==> config.mk <==
export PLATFORM = sky130hd
export DESIGN_NAME = bqss_queue
export DESIGN_NICKNAME = d
export VERILOG_FILES = /design/src/hw/rtl/bqss_pkg.sv /design/src/hw/rtl/bqss_queue.sv
export SDC_FILE = /design/constraint.sdc
export NUM_CORES = 1
export LEC_CHECK = 0
export ABC_AREA = 1
export BUFFER_PORTS_ARGS = -buffer_cell sky130_fd_sc_hd__clkbuf_2
export CAP_MARGIN = 20
export CORE_MARGIN = 10
export CORE_UTILIZATION = 56
export CTS_CLUSTER_DIAMETER = 150
export DETAILED_ROUTE_END_ITERATION = 10
export HOLD_SLACK_MARGIN = 0.1
export PLACE_DENSITY = 0.87
export SYNTH_ARGS = -nofsm -noshare
export SYNTH_HDL_FRONTEND = slang
export SYNTH_SLANG_ARGS = --single-unit
==> constraint.sdc <==
create_clock -name clk -period 12.1 [get_ports clk]
set_input_delay 1.815 -clock clk [delete_from_list [all_inputs] [get_ports clk]]
set_output_delay 1.815 -clock clk [all_outputs]
set_load 0.03 [all_outputs]
==> src/hw/rtl/bqss_pkg.sv <==
`timescale 1ns / 1ps
// ----------------------------------------------------------------------------
// bqss_pkg
// Shared field widths, codes and types for the bucket queue set scan unit.
// ----------------------------------------------------------------------------
package bqss_pkg;

    localparam int SET_SIZE    = 8;
    localparam int MODE_W      = 1;
    localparam int BUCKET_W    = 6;
    localparam int PAYLOAD_W   = 64;
    localparam int STATUS_W    = 3;
    localparam int SET_COUNT_W = 4;

    localparam logic [SET_COUNT_W-1:0] SET_COUNT_RESET = 4'd8;

    localparam int QUEUE_DEPTH = 2;
    localparam int QPTR_W      = 1;
    localparam int QCNT_W      = 2;

    localparam logic [MODE_W-1:0] MODE_ENQ = 1'b0;
    localparam logic [MODE_W-1:0] MODE_DEQ = 1'b1;

    localparam logic BKT_DRAINED = 1'b0;
    localparam logic BKT_HOLDING = 1'b1;

    typedef enum logic [STATUS_W-1:0] {
        ST_ENQUEUED = 3'd0,
        ST_FULL     = 3'd1,
        ST_BAD      = 3'd2,
        ST_DEQUEUED = 3'd3,
        ST_EMPTY    = 3'd4
    } status_t;

    typedef enum logic [1:0] {
        OP_ENQ = 2'd0,
        OP_BAD = 2'd1,
        OP_DEQ = 2'd2
    } op_t;

    typedef enum logic [1:0] {
        BK_IDLE   = 2'd0,
        BK_LOOKUP = 2'd1,
        BK_UPDATE = 2'd2,
        BK_FETCH  = 2'd3
    } bk_state_t;

    typedef struct packed {
        op_t                  op;
        logic [BUCKET_W-1:0]  bucket;
        logic [PAYLOAD_W-1:0] payload;
    } cmd_t;

endpackage

==> src/hw/rtl/bqss_queue.sv <==
`timescale 1ns / 1ps
// ----------------------------------------------------------------------------
// bqss_queue
// Short command queue between the intake and the execution engine.
// ----------------------------------------------------------------------------
module bqss_queue (
    input  logic           clk,
    input  logic           rst_n,
    input  logic           push,
    input  bqss_pkg::cmd_t push_cmd,
    output logic           q_full,
    input  logic           pop,
    output bqss_pkg::cmd_t pop_cmd,
    output logic           q_valid
);
    import bqss_pkg::*;

    cmd_t              q_mem [QUEUE_DEPTH];
    logic [QPTR_W-1:0] wr_ptr_reg;
    logic [QPTR_W-1:0] wr_ptr_next;
    logic [QPTR_W-1:0] rd_ptr_reg;
    logic [QPTR_W-1:0] rd_ptr_next;
    logic [QCNT_W-1:0] count_reg;
    logic [QCNT_W-1:0] count_next;

    always_comb
    begin
        wr_ptr_next = push ? wr_ptr_reg + QPTR_W'(1) : wr_ptr_reg;
        rd_ptr_next = pop ? rd_ptr_reg + QPTR_W'(1) : rd_ptr_reg;
        count_next  = count_reg + QCNT_W'(push) - QCNT_W'(pop);
    end

    always_ff @(posedge clk or negedge rst_n)
    begin
        if (!rst_n)
        begin
            wr_ptr_reg <= '0;
            rd_ptr_reg <= '0;
            count_reg  <= '0;
        end
        else
        begin
            wr_ptr_reg <= wr_ptr_next;
            rd_ptr_reg <= rd_ptr_next;
            count_reg  <= count_next;
        end
    end

    always_ff @(posedge clk)
    begin
        if (push)
        begin
            q_mem[wr_ptr_reg] <= push_cmd;
        end
    end

    assign pop_cmd = q_mem[rd_ptr_reg];
    assign q_full  = count_reg == QCNT_W'(QUEUE_DEPTH);
    assign q_valid = count_reg != '0;

endmodule

==> key figures <==
Critical path
  • CP max-delay cell: dfrtp_4
  • Element type at the critical path start: register
  • Critical Path AT: 2510 ps
  • CP bufs+invs: 2
  • Crit Path Max Fanout: 79
  • Setup crit end kind: primary output
  • Critical Path RT: 10280 ps
  • Crit Path Category: reg2out
  • CP peak stage delay: 790 ps
  • Crit path cell chain: buf_4, nand2_1, o21ai_0, clkbuf_2
  • CP delay by family, top: buffers and inverters

STA
  • Final setup viols: 0
  • Total Neg Setup Slack: 0 ps
  • Slew margin rel.: 0.380
  • Fin crit share: 0.357
  • RSZ-0062 raised after global routing: no
  • Fin Clk Skew: 4.76 ps
  • Slew @ Worst Pin: 930 ps
  • PnR worst setup slack: 7780 ps
  • Slew Limit Fails: 0
  • Tmin final: 4320 ps
  • Fmax: 231 MHz
  • Final Hold Fails: 0
  • Hold slack: 544 ps

Clocking
  • CTS tree: yes
  • Cts bufs inserted: 17
  • Clock root buffer: clkbuf_8
  • Post-cts sizing count: 0
  • Worst skew pair latency: 510 ps
  • Post-CTS setup buffers: 0
  • Post-CTS Hold Buffers: 0
  • CTS clk-pin slew, worst paths: 60 ps
  • Htree depth: 4
  • Bufs on Longest Clock Path: 2
  • Clk sinks: 148

Layout
  • Final std cells w/o fill: 701
  • Fill cells: 669
  • Area of the multi-input gates: 731 sq um
  • Layout cell share with drive strength beyond 1: 0.327
  • Fin nets: 634
  • # diodes: 0
  • Register Area: 0.00443 sq mm
  • Area Overhead vs Synth: 25.1%
  • Util after Layout: 0.716
  • Max reg flops: 144

Die
  • Die H: 120 um
  • Boundary Pins: 150
  • Initial Util: 0.572
  • Core Rows: 36
  • Die area: 0.0143 sq mm
  • Die width: 120 um
  • Core ar.: 0.00973 sq mm

Synth
  • Yosys reg bits: 148
  • Seq/Total Area, Yosys: 0.794
  • Gate Count Post-Synth: 401
  • Synth cell types: 16
  • Syn. warnings: 0
  • Post-synthesis cell area: 0.00557 sq mm
  • Net count after synthesis: 479
  • Mapped Avg Cell Area: 13.9 sq um

Hold path
  • Worst Hold Class: reg2reg

Route
  • Total wire length: 10900 um
  • Vias per Instance: 4.72
  • Drt initial violations: 181
  • Drt pass-1 iters: 4
  • DR WL/cell: 15.6 um
  • ANT nets after route: 0
  • # DRC: 0
  • DR vias: 3309

Placement
  • Routability cong.: 0.743
  • Setup WS pre-CTS: 8270 ps
  • HPWL after DPL: 7490 um
  • PortBufs: 149
  • Placed Cells: 670

Power
  • Max IR drop VDD: 0.179 mV
  • Leak: 0.00303 uW
  • Power Dens Cells: 268 mW/mm^2

Global route
  • First-pass GRT wire length: 17500 um
  • Largest net degree at the start of global routing: 80
  • Gr usage total: 0.155
  • Initial antenna violation count: 0
  • Total global routing overflow: 0
  • Vias in the first global route: 3548

Outcome
  • Outcome: finished clean

Run
  • MaxCap Viol Count: 0
## report_power, final
part / switching, uW / total (uW) / internal [uW]
combinational: 479 / 629 / 150
sequential: 52.1 / 736 / 684
clock: 191 / 504 / 313
total: 722 / 1870 / 1150
## path summary, 6_finish.rpt
kind                                        start                      to  slack [ps]  depth (start not counted)
min reg2reg                wr_ptr_reg$_DFFE_PN0P_  wr_ptr_reg$_DFFE_PN0P_         540                          1
max                        rd_ptr_reg$_DFFE_PN0P_             pop_cmd[38]        7780                          4
max reg2reg                wr_ptr_reg$_DFFE_PN0P_  q_mem[1][22]$_DFFE_PP_       10440                          3
min in group asynchronous                   rst_n  rd_ptr_reg$_DFFE_PN0P_        1100                          1
min                        wr_ptr_reg$_DFFE_PN0P_  wr_ptr_reg$_DFFE_PN0P_         540                          1
max in group asynchronous                   rst_n  rd_ptr_reg$_DFFE_PN0P_       10860                          1
## placed cells by master, fill, tap and decap left out
cell type and n:
bufinv_16 3, clkinv_4 2, inv_6 2, o21ai_0 52, inv_1 78, clkinv_1 1, nand3_1 1, clkinvlp_4 3
nor2_4 1, dfrtp_1 3, buf_4 3, dfrtp_4 1, xor2_1 2, ha_1 2, inv_2 1, o21ai_2 3
clkbuf_1 2, clkbuf_16 16, nor2_1 1, nand2_1 79, o21ai_1 17, edfxtp_1 144, clkinv_2 1, clkbuf_2 149
clkbuf_8 1
## cell type report
type	instances	share of cell area
flip-flops and latches	148	0.635
clock inverters	12	0.0224
clock buffers	19	0.0605
repair buffers	152	0.110
multi-input cells	158	0.105
inverters	79	0.0426
well taps	133	0.0239
## per-stage QoR
stage	power, uW	cell area [sq um]
after floorplan	1210	5570
after global placement	1370	6390
after detailed placement	1390	6390
after CTS	1890	6970
after global routing	1970	6970
final	1870	6970
## synth_stat cells
cell type | count | area share
nor2_1 | 2 | 0.0013
clkbuf_1 | 4 | 0.0027
edfxtp_1 | 144 | 0.78
xor2_1 | 2 | 0.0031
dfrtp_1 | 4 | 0.018
o21ai_0 | 52 | 0.047
nand3_1 | 1 | 0.00090
buf_2 | 4 | 0.0036
o21ai_1 | 17 | 0.015
buf_6 | 6 | 0.012
buf_8 | 1 | 0.0027
buf_4 | 1 | 0.0013
inv_1 | 79 | 0.053
o21ai_2 | 3 | 0.0047
nand2_1 | 79 | 0.053
ha_1 | 2 | 0.0045
## routing by layer
layer	wire (um)	track usage	vias to the layer above
met5	0	0	-
met4	148	0.0633	0
met2	5680	0.264	112
li1	-	-	1659
met3	907	0.0633	12
met1	4200	0.170	1526
## logic make-up (layout without fill, tap and decap cells)
kind of cell | count (synthesis) | count (layout) | share of synthesized area
AOI/OAI and AO/OA | 72 | 72 | 0.0667
xor gates and xnor gates | 2 | 2 | 0.00315
adders and majority gates | 2 | 2 | 0.00449
buffers and inverters | 95 | 262 | 0.0757
DFF | 148 | 148 | 0.794
and+or+nand+nor | 82 | 82 | 0.0555
Power figures use the tool's default switching activity.
