### src/hw/rtl/bqss_pkg.sv
`timescale 1ns / 1ps
// ----------------------------------------------------------------------------
// bqss_pkg
// Shared field widths, codes and types for the bucket queue set scan unit.
// ----------------------------------------------------------------------------
package bqss_pkg;

    localparam int SET_SIZE    = 8;
    localparam int MODE_W      = 1;
    localparam int BUCKET_W    = 6;
    localparam int PAYLOAD_W   = 64;
    localparam int STATUS_W    = 3;
    localparam int SET_COUNT_W = 4;

    localparam logic [SET_COUNT_W-1:0] SET_COUNT_RESET = 4'd8;

    localparam int QUEUE_DEPTH = 2;
    localparam int QPTR_W      = 1;
    localparam int QCNT_W      = 2;

    localparam logic [MODE_W-1:0] MODE_ENQ = 1'b0;
    localparam logic [MODE_W-1:0] MODE_DEQ = 1'b1;

    localparam logic BKT_DRAINED = 1'b0;
    localparam logic BKT_HOLDING = 1'b1;

    typedef enum logic [STATUS_W-1:0] {
        ST_ENQUEUED = 3'd0,
        ST_FULL     = 3'd1,
        ST_BAD      = 3'd2,
        ST_DEQUEUED = 3'd3,
        ST_EMPTY    = 3'd4
    } status_t;

    typedef enum logic [1:0] {
        OP_ENQ = 2'd0,
        OP_BAD = 2'd1,
        OP_DEQ = 2'd2
    } op_t;

    typedef enum logic [1:0] {
        BK_IDLE   = 2'd0,
        BK_LOOKUP = 2'd1,
        BK_UPDATE = 2'd2,
        BK_FETCH  = 2'd3
    } bk_state_t;

    typedef struct packed {
        op_t                  op;
        logic [BUCKET_W-1:0]  bucket;
        logic [PAYLOAD_W-1:0] payload;
    } cmd_t;

endpackage

### src/hw/rtl/bqss_front.sv
`timescale 1ns / 1ps
// ----------------------------------------------------------------------------
// bqss_front
// Request intake: holds the set count register, checks the bucket index and
// classifies each request word before it enters the command queue.
// ----------------------------------------------------------------------------
module bqss_front #(
    parameter int NUM_BUCKETS = 64
) (
    input  logic                                                   clk,
    input  logic                                                   rst_n,
    input  logic                                                   cfg_wr_en,
    input  logic [bqss_pkg::SET_COUNT_W-1:0]                       cfg_wr_data,
    input  logic                                                   req_valid,
    output logic                                                   req_stall,
    input  logic [bqss_pkg::MODE_W-1:0]                            mode,
    input  logic [bqss_pkg::BUCKET_W-1:0]                          bucket,
    input  logic [bqss_pkg::PAYLOAD_W-1:0]                         payload,
    output logic                                                   push,
    output bqss_pkg::cmd_t                                         push_cmd,
    input  logic                                                   q_full,
    output logic [$clog2(NUM_BUCKETS/bqss_pkg::SET_SIZE+1)-1:0]    nsets
);
    import bqss_pkg::*;

    localparam int MAX_SETS = NUM_BUCKETS / SET_SIZE;
    localparam int SETS_W   = $clog2(MAX_SETS + 1);
    localparam int LIMIT_W  = SETS_W + $clog2(SET_SIZE);
    localparam int CMP_W    = (LIMIT_W > BUCKET_W) ? LIMIT_W : BUCKET_W;

    logic [SET_COUNT_W-1:0] set_count_reg;
    logic [SET_COUNT_W-1:0] set_count_next;
    logic [LIMIT_W-1:0]     bucket_limit;
    logic                   bad_bucket;

    always_comb
    begin
        set_count_next = cfg_wr_en ? cfg_wr_data : set_count_reg;
    end

    always_ff @(posedge clk or negedge rst_n)
    begin
        if (!rst_n)
        begin
            set_count_reg <= SET_COUNT_RESET;
        end
        else
        begin
            set_count_reg <= set_count_next;
        end
    end

    // saturate the set count to the sets that exist; a count of zero gives one set
    always_comb
    begin
        if (set_count_reg == '0)
        begin
            nsets = SETS_W'(1);
        end
        else if (32'(set_count_reg) > MAX_SETS)
        begin
            nsets = SETS_W'(MAX_SETS);
        end
        else
        begin
            nsets = SETS_W'(set_count_reg);
        end
    end

    always_comb
    begin
        bucket_limit = LIMIT_W'(nsets) * LIMIT_W'(SET_SIZE);
        bad_bucket   = CMP_W'(bucket) >= CMP_W'(bucket_limit);

        push_cmd.bucket  = bucket;
        push_cmd.payload = payload;
        if (mode == MODE_DEQ)
        begin
            push_cmd.op = OP_DEQ;
        end
        else if (bad_bucket)
        begin
            push_cmd.op = OP_BAD;
        end
        else
        begin
            push_cmd.op = OP_ENQ;
        end
    end

    assign req_stall = q_full;
    assign push      = req_valid && !q_full;

endmodule

### config.mk
export PLATFORM = sky130hd
export DESIGN_NAME = bqss_front
export DESIGN_NICKNAME = d
export VERILOG_FILES = /design/src/hw/rtl/bqss_pkg.sv /design/src/hw/rtl/bqss_front.sv
export SDC_FILE = /design/constraint.sdc
export NUM_CORES = 1
export LEC_CHECK = 0
export ABC_AREA = 1
export BUFFER_PORTS_ARGS = -buffer_cell sky130_fd_sc_hd__buf_2
export CORE_AREA = 3 3 61 63
export DETAILED_ROUTE_END_ITERATION = 16
export DIE_AREA = 0 0 64 66
export PLACE_DENSITY = 0.77
export SLEW_MARGIN = 40
export SYNTH_ARGS = -nofsm -noshare
export SYNTH_HDL_FRONTEND = slang
export SYNTH_SLANG_ARGS = --single-unit
export TNS_END_PERCENT = 1
### constraint.sdc
create_clock -name clk -period 3.3 [get_ports clk]
set_clock_uncertainty 0.15 [all_clocks]
set_input_delay 0.495 -clock clk [delete_from_list [all_inputs] [get_ports clk]]
set_output_delay 0.495 -clock clk [all_outputs]
set_load 0.03 [all_outputs]
==> results of run 1 <==
## through the flow
stage / cells / util (%) / cell area (µm²)
floorplan: 113 / - / 830
global placement: 115 / 14.9 / 488
detailed placement: 115 / 14.9 / 488
CTS: 120 / 16.0 / 524
global route: 120 / 16.0 / 524
finish: 120 / 16.0 / 524
## cell type report
| type | count | area, µm² |
|---|---|---|
| multi-input combinational | 26 | 146 |
| tap | 46 | 57.6 |
| fill | 380 | 2760 |
| sequential | 4 | 101 |
| inverter | 10 | 37.5 |
| clock buffer | 4 | 26.3 |
| timing repair buffer | 30 | 155 |
## layer usage
layer / vias up / share of wire [%]
met5: - / 0
met4: 0 / 11
met3: 28 / 23
met2: 43 / 36
met1: 176 / 30
li1: 189 / -
## power by group
| part | internal, mW | total, mW | switching (mW) |
|---|---|---|---|
| logic | 0.0262 | 0.0759 | 0.0498 |
| registers | 0.0549 | 0.0584 | 0.00353 |
| clock network | 0.0453 | 0.0647 | 0.0194 |
## cells in the final DEF, fill, tap and decap left out, drive strengths merged, types with 2 or more instances in the layout
master	instances
a21oi	2
buf	29
clkbuf	4
dfrtp	3
ha	3
inv	10
nand2	8
nor2	6
o21ai	4
## critical path: stages, from the launching register on
cell	delay (ns)
dfrtp_1	0.37
inv_1	0.07
nand2_1	0.06
o21ai_1	0.11
nand2_1	0.08
ha_1	0.27
nand2_1	0.06
inv_1	0.05
nand3_1	0.08
a21oi_2	0.13
buf_2	0.20
## cell usage after synthesis
cell type	n	area [µm²]
ha_1	3	37.5
o21ai_1	1	5.00
a21oi_2	1	8.76
dfrtp_1	3	75.1
dfstp_2	1	26.3
clkbuf_1	1	3.75
a21oi_1	1	5.00
or2_1	1	6.26
o21ai_0	3	15.0
inv_2	1	3.75
nand2_1	8	30.0
nor2_1	6	22.5
nand3_1	1	5.00
mux2_1	1	11.3
buf_4	72	541
inv_1	9	33.8
## logic make-up (layout without fill, tap and decap cells)
kind of cell / Yosys count / in the layout / share of synthesized area, %
muxes: 1 / 1 / 1.36
DFF: 4 / 4 / 12.2
and+or+nand+nor: 16 / 16 / 7.69
buffers and inverters: 83 / 44 / 70.1
AOI/OAI and AO/OA: 6 / 6 / 4.07
adders and majority gates: 3 / 3 / 4.53
## final timing paths
kind	cells after the start	to	startpoint	slack, ns
hold reg to reg	2	set_count_reg[2]	set_count_reg[2]	0.39
hold / removal	3	set_count_reg[0]	cfg_wr_data[0]	0.32
max in group asynchronous	2	set_count_reg[3]	rst_n	2.34
setup / recovery	10	push_cmd[70]	set_count_reg[1]	0.95
min in group asynchronous	2	set_count_reg[1]	rst_n	0.45
setup reg to reg	1	set_count_reg[3]	set_count_reg[3]	2.38
==> flow_summary.toml, run 1 <==
[yosys]
ys_warn_count = 0
syn_nets = 196
postSynthCellCount = 113
seq_area_frac_synth_pct = 12.2
synth-seq-cells = 4
synth_cell_types = 16
synth_area_per_cell_um2 = 7.34
synth_area_um2 = 830

[critical_path]
critPathLaunchType = "flop"
arrival_ns = 1.71
crit_required_ns = 2.65
cp-end-kind = "output pin"
worst-setup-path-type = "flop to output pin"
worst-path-max-fanout = 2

[sta]
worstMarginPinSlew_ns = 0.182
final.setup.tns_ns = 0
finalMaxSlewViolations = 0
rsz0062_at_grt = "false"
fmax_mhz = 425
fin_ws_ns = 0.947
fin_crit_ns = 2.35
hold_slack_ns = 0.318
setup_viol = 0
timing.final.crit_share_pct = 71.3
hold_viol_final = 0
slew_headroom_pct = 87.9

[finish]
largest_register_ffs = 4
area_growth_pct = -36.8
antennaDiodeCount = 0
post_route_cells_drive_above_1_share_pct = 47.3
nets = 158

[power_and_ir_drop]
vdd_drop_max_uv = 75.3
power.density_nw_per_um2 = 380
power_mw = 0.199
p_leak_nw = 0.304

[global_route]
grt_first_pass_wirelength_um = 1940
grtUsageMet1_pct = 4.89
grt_pass1_vias = 398
grt_overflow_total = 0
gr-usage-all-layers_pct = 6.46
grt-busiest-layer = "met2"
antenna_found_initial = 0
met2_usage_pct = 8.00
grt_max_degree = 8
grt_util_met3_pct = 7.14

[clocking]
cts_tree = "done"
numCtsBuffers = 3
cts_max_level = 1
cts_resized = 0
cts.clk_slew.worst_paths_ns = 0.04
clkLatencyLatePin_ns = 0.23
ctsHoldBuffers = 1
cts.sinks = 4
postCtsSetupBuffers = 0
cts-root-buf = "clkbuf_4"
ctsLongestPathBuffers = 2

[route]
drc = 0
drt-pass1-iter-count = 4
viasPerCell = 3.63
vias = 436
wirelength_um = 1440
drt_iter0_markers = 12
wire_per_inst_um = 12.0
postRouteAntennaNets = 0

[place]
dp_hpwl_um = 1270
gp_congestion = 0.639
port_buffers = 29
post-place-ws_ns = 1.18

[die]
die_x_um = 64
rows = 21
core-area_um2 = 3280
die_h_um = 66
io-pin-count = 158
dieArea_um2 = 4220
initial_core_util_pct = 25.3

[job]
cap_violations = 0

[status]
run_status = "finished, final reports clean"

[hold_path]
min_path_type = "input port to flop"
No activity file was read; power rests on OpenSTA's default activity.
==> run 2, diff against run 1 <==
- CORE_AREA: 3 3 61 63 -> not set
- CORE_MARGIN: not set -> 3
- CORE_UTILIZATION: not set -> 26
- DIE_AREA: 0 0 64 66 -> not set
- PLACE_DENSITY: 0.77 -> 0.8
- clock period: 3.3 -> 2.3 ns (I/O delays scaled with it)
==> flow_summary.toml, run 2 (synthesized netlist as in run 1, its figures left out) <==
[finish]
instances_no_fill = 116
antennaDiodeCount = 0
nets = 158
fin_util_pct = 18.4
post_route_cells_drive_above_1_share_pct = 52.7
finish.instance_area_um2 = 534
area_growth_pct = -35.6
final_common_cell = "buf_2"
final_cell_mix = "buf_2 (28), inv_1 (8), nor2_1 (6), nand2_1 (6)"
largest_register_ffs = 4

[global_route]
gr-usage-all-layers_pct = 7.04
grt_first_pass_wirelength_um = 2150
grt_overflow_total = 0
grt_pass1_vias = 461
antenna_found_initial = 0
grt_max_degree = 8

[critical_path]
worst-setup-path-type = "flop to output pin"
cp-end-kind = "output pin"
critPathLaunchType = "flop"
cp-startpoint = "set_count_reg[2]"
arrival_ns = 1.67
worst-path-max-fanout = 3
crit_required_ns = 1.80
rr_startpoint = "set_count_reg[3]"

[clocking]
ctsLongestPathBuffers = 2
cts_max_level = 1
cts.sinks = 4
cts.clk_slew.worst_paths_ns = 0.04
cts-root-buf = "clkbuf_4"
clkLatencyLatePin_ns = 0.23
cts_tree = "done"
numCtsBuffers = 3
postCtsSetupBuffers = 0

[sta]
worstMarginPinSlew_ns = 0.169
hold_viol_final = 0
fin_ws_ns = 0.138
final.setup.tns_ns = 0
rsz0062_at_grt = "true"
finalMaxSlewViolations = 0
hold_slack_ns = 0.168
fmax_mhz = 462
timing.final.crit_share_pct = 94.0
slew_headroom_pct = 88.8
setup_viol = 0
fin_crit_ns = 2.16

[die]
core-area_um2 = 2900
initial_core_util_pct = 28.6
die_h_um = 62.5
rows = 19
dieArea_um2 = 3900
die_x_um = 62.5
io-pin-count = 158

[place]
gp_congestion = 0.639
post-place-ws_ns = 0.297
dp_hpwl_um = 1230
port_buffers = 29
dp_cells = 111
placed_area_um2 = 483

[power_and_ir_drop]
vdd_drop_max_uv = 97.8
power_mw = 0.294
power.density_nw_per_um2 = 550
p_leak_nw = 0.306

[route]
wirelength_um = 1440
viasPerCell = 3.75
wire_per_inst_um = 12.4
postRouteAntennaNets = 0
drt_iter0_markers = 16
vias = 435
drc = 0
drt-pass1-iter-count = 4

[hold_path]
min_path_type = "input port to flop"
worstHoldStart = "cfg_wr_data[1]"

[status]
run_status = "finished, final reports clean"

[job]
cap_violations = 0
run 2: per-layer routing:
layer  global-route usage (%)  vias up  wire, µm
li1                         -      189         -
met1                     5.18      160       399
met4                     11.0        0       170
met5                        0        -         0
met3                     7.73       38       365
met2                     7.59       48       502
run 2: worst paths after layout:
path	cells past startpoint	slack, ns	end
worst max-delay path	10	0.14	push_cmd[70]
worst min-delay path	3	0.17	set_count_reg[1]
worst max register to register	1	1.39	set_count_reg[3]
worst min register to register	2	0.40	set_count_reg[2]
max in group asynchronous	2	1.50	set_count_reg[3]
min in group asynchronous	2	0.29	set_count_reg[2]
run 2: worst max-delay path: stages, from the launching register on:
cell     delay (ns)
dfrtp_1        0.36
inv_2          0.07
nand2_2        0.06
o21ai_2        0.10
nand2_1        0.08
ha_1           0.29
nand2_2        0.05
inv_1          0.04
nand3_1        0.08
a21oi_2        0.15
buf_6          0.14
run 2: report_power, final:
part / internal [mW] / switching, mW
logic: 0.0413 / 0.0734
registers: 0.0787 / 0.00531
clock network: 0.0652 / 0.0298
run 2: area by class of cell:
| class | count | area (µm²) |
|---|---|---|
| fillers | 344 | 2370 |
| repair buffers | 30 | 161 |
| multi-input cells | 26 | 155 |
| flip-flops and latches | 4 | 101 |
| well taps | 42 | 52.6 |
| inverters | 10 | 37.5 |
| clock buffers | 4 | 26.3 |
run 2: repair_timing:
action / in CTS / in global routing
hold endpoints to repair: 4 / 0
gates resized for setup: 0 / 7
hold buffers: 1 / 0
setup endpoints to repair: 0 / 1
==> run 3, diff against run 2 <==
- CTS_BUF_LIST: not set -> sky130_fd_sc_hd__clkbuf_8 sky130_fd_sc_hd__clkbuf_16
==> flow_summary.toml, run 3 (synthesized netlist as in run 1, its figures left out) <==
[status]
run_status = "finished, final reports clean"

[job]
cap_violations = 0

[route]
vias = 438
drt_iter0_markers = 14
drt-pass1-iter-count = 4
viasPerCell = 3.78
wirelength_um = 1440
postRouteAntennaNets = 0
drc = 0
wire_per_inst_um = 12.4

[sta]
rsz0062_at_grt = "false"
timing.final.crit_share_pct = 93.1
hold_viol_final = 0
setup_viol = 0
hold_slack_ns = 0.188
fin_crit_ns = 2.14
slew_headroom_pct = 88.8
finalMaxSlewViolations = 0
worstMarginPinSlew_ns = 0.169
final.setup.tns_ns = 0
fmax_mhz = 467

[clocking]
cts_max_level = 1
ctsLongestPathBuffers = 2
clkLatencyLatePin_ns = 0.21
numCtsBuffers = 3
cts.clk_slew.worst_paths_ns = 0.03
postCtsSetupBuffers = 0
cts_tree = "done"
cts.sinks = 4
cts-root-buf = "clkbuf_8"

[global_route]
grt_overflow_total = 0
antenna_found_initial = 0
gr-usage-all-layers_pct = 7.16
grt_pass1_vias = 463
grt_max_degree = 8
grt_first_pass_wirelength_um = 2160

[critical_path]
critPathLaunchType = "flop"
rr_startpoint = "set_count_reg[3]"
cp-end-kind = "output pin"
r2r_slack_ns = 1.39
crit_required_ns = 1.80
worstReg2RegEnd = "set_count_reg[3]"
worst-path-max-fanout = 3
cp-startpoint = "set_count_reg[2]"
rr_worst_depth = 1
arrival_ns = 1.65
worst-setup-path-type = "flop to output pin"

[die]
rows = 19
io-pin-count = 158
core-area_um2 = 2900
dieArea_um2 = 3900
die_h_um = 62.5
die_x_um = 62.5
initial_core_util_pct = 28.6

[place]
gp_congestion = 0.639
port_buffers = 29
dp_hpwl_um = 1230

[finish]
post_route_cells_drive_above_1_share_pct = 52.7
largest_register_ffs = 4
fin_util_pct = 19.1
final_cell_mix = "buf_2 (28), inv_1 (9), nor2_1 (6), nand2_1 (6)"
area_growth_pct = -33.3
final_common_cell = "buf_2"
nets = 158
antennaDiodeCount = 0

[hold_path]
worstHoldStart = "cfg_wr_data[1]"
hold_depth = 3
min_path_type = "input port to flop"
holdPathEnd = "set_count_reg[1]"

[power_and_ir_drop]
power.density_nw_per_um2 = 631
vdd_drop_max_uv = 122
power_mw = 0.349
p_leak_nw = 0.318
==> run 3: changes by cell type in the layout (fill, tap and decap cells not counted), sizes merged <==
cell    delta
inv        +1
clkbuf     -1
==> run 3: stage by stage <==
| stage | instances | setup slack [ns] | cell area [µm²] |
|---|---|---|---|
| after floorplan | 113 | 0.0770 | 830 |
| after global placement | 111 | 0.327 | 483 |
| after detailed placement | 111 | 0.297 | 483 |
| after CTS | 116 | 0.0645 | 538 |
| after global routing | 116 | 0.00277 | 553 |
| final | 116 | 0.159 | 553 |
==> run 3: metal layers <==
layer | track usage, % | wire length (µm) | share of wire [%]
met1 | 5.18 | 386 | 27
met5 | 0 | 0 | 0
met3 | 8.27 | 380 | 26
met2 | 7.59 | 505 | 35
met4 | 11.0 | 170 | 12
==> run 3: timing repair <==
action	4_1_cts	5_1_grt
hold endpoints to repair	4	0
endpoints found under the setup margin	0	1
gates resized for setup	0	7
hold buffers	1	0
==> run 3: layout make-up <==
class                   count  area [µm²]
fillers                   345        2350
repair buffers             30         161
inverters                  10        37.5
well taps                  42        52.6
clock inverters             1        3.75
clock buffers               3        41.3
multi-input cells          26         155
flip-flops and latches      4         101
==> run 3: where the power goes <==
part	total, mW	switching [mW]	internal (mW)	leakage [nW]
clock network	0.150	0.0364	0.114	0.0269
logic	0.115	0.0733	0.0413	0.244
registers	0.0842	0.00531	0.0789	0.0469
total	0.349	0.115	0.234	0.318
==> run 3: worst max-delay path, cell delays in order, from the launching register on <==
cell and delay [ns]:
dfrtp_1 0.36, inv_2 0.07, nand2_2 0.06, o21ai_2 0.10
nand2_1 0.08, ha_1 0.29, nand2_2 0.05, inv_1 0.04
nand3_1 0.08, a21oi_2 0.15, buf_6 0.14
==> run 3: worst max-delay path by stage <==
stage | depth (start not counted) | to
floorplan | 7 | push_cmd[70]
global placement | 10 | push_cmd[70]
detailed placement | 10 | push_cmd[70]
CTS | 10 | push_cmd[70]
global route | 10 | push_cmd[70]
finish | 10 | push_cmd[70]
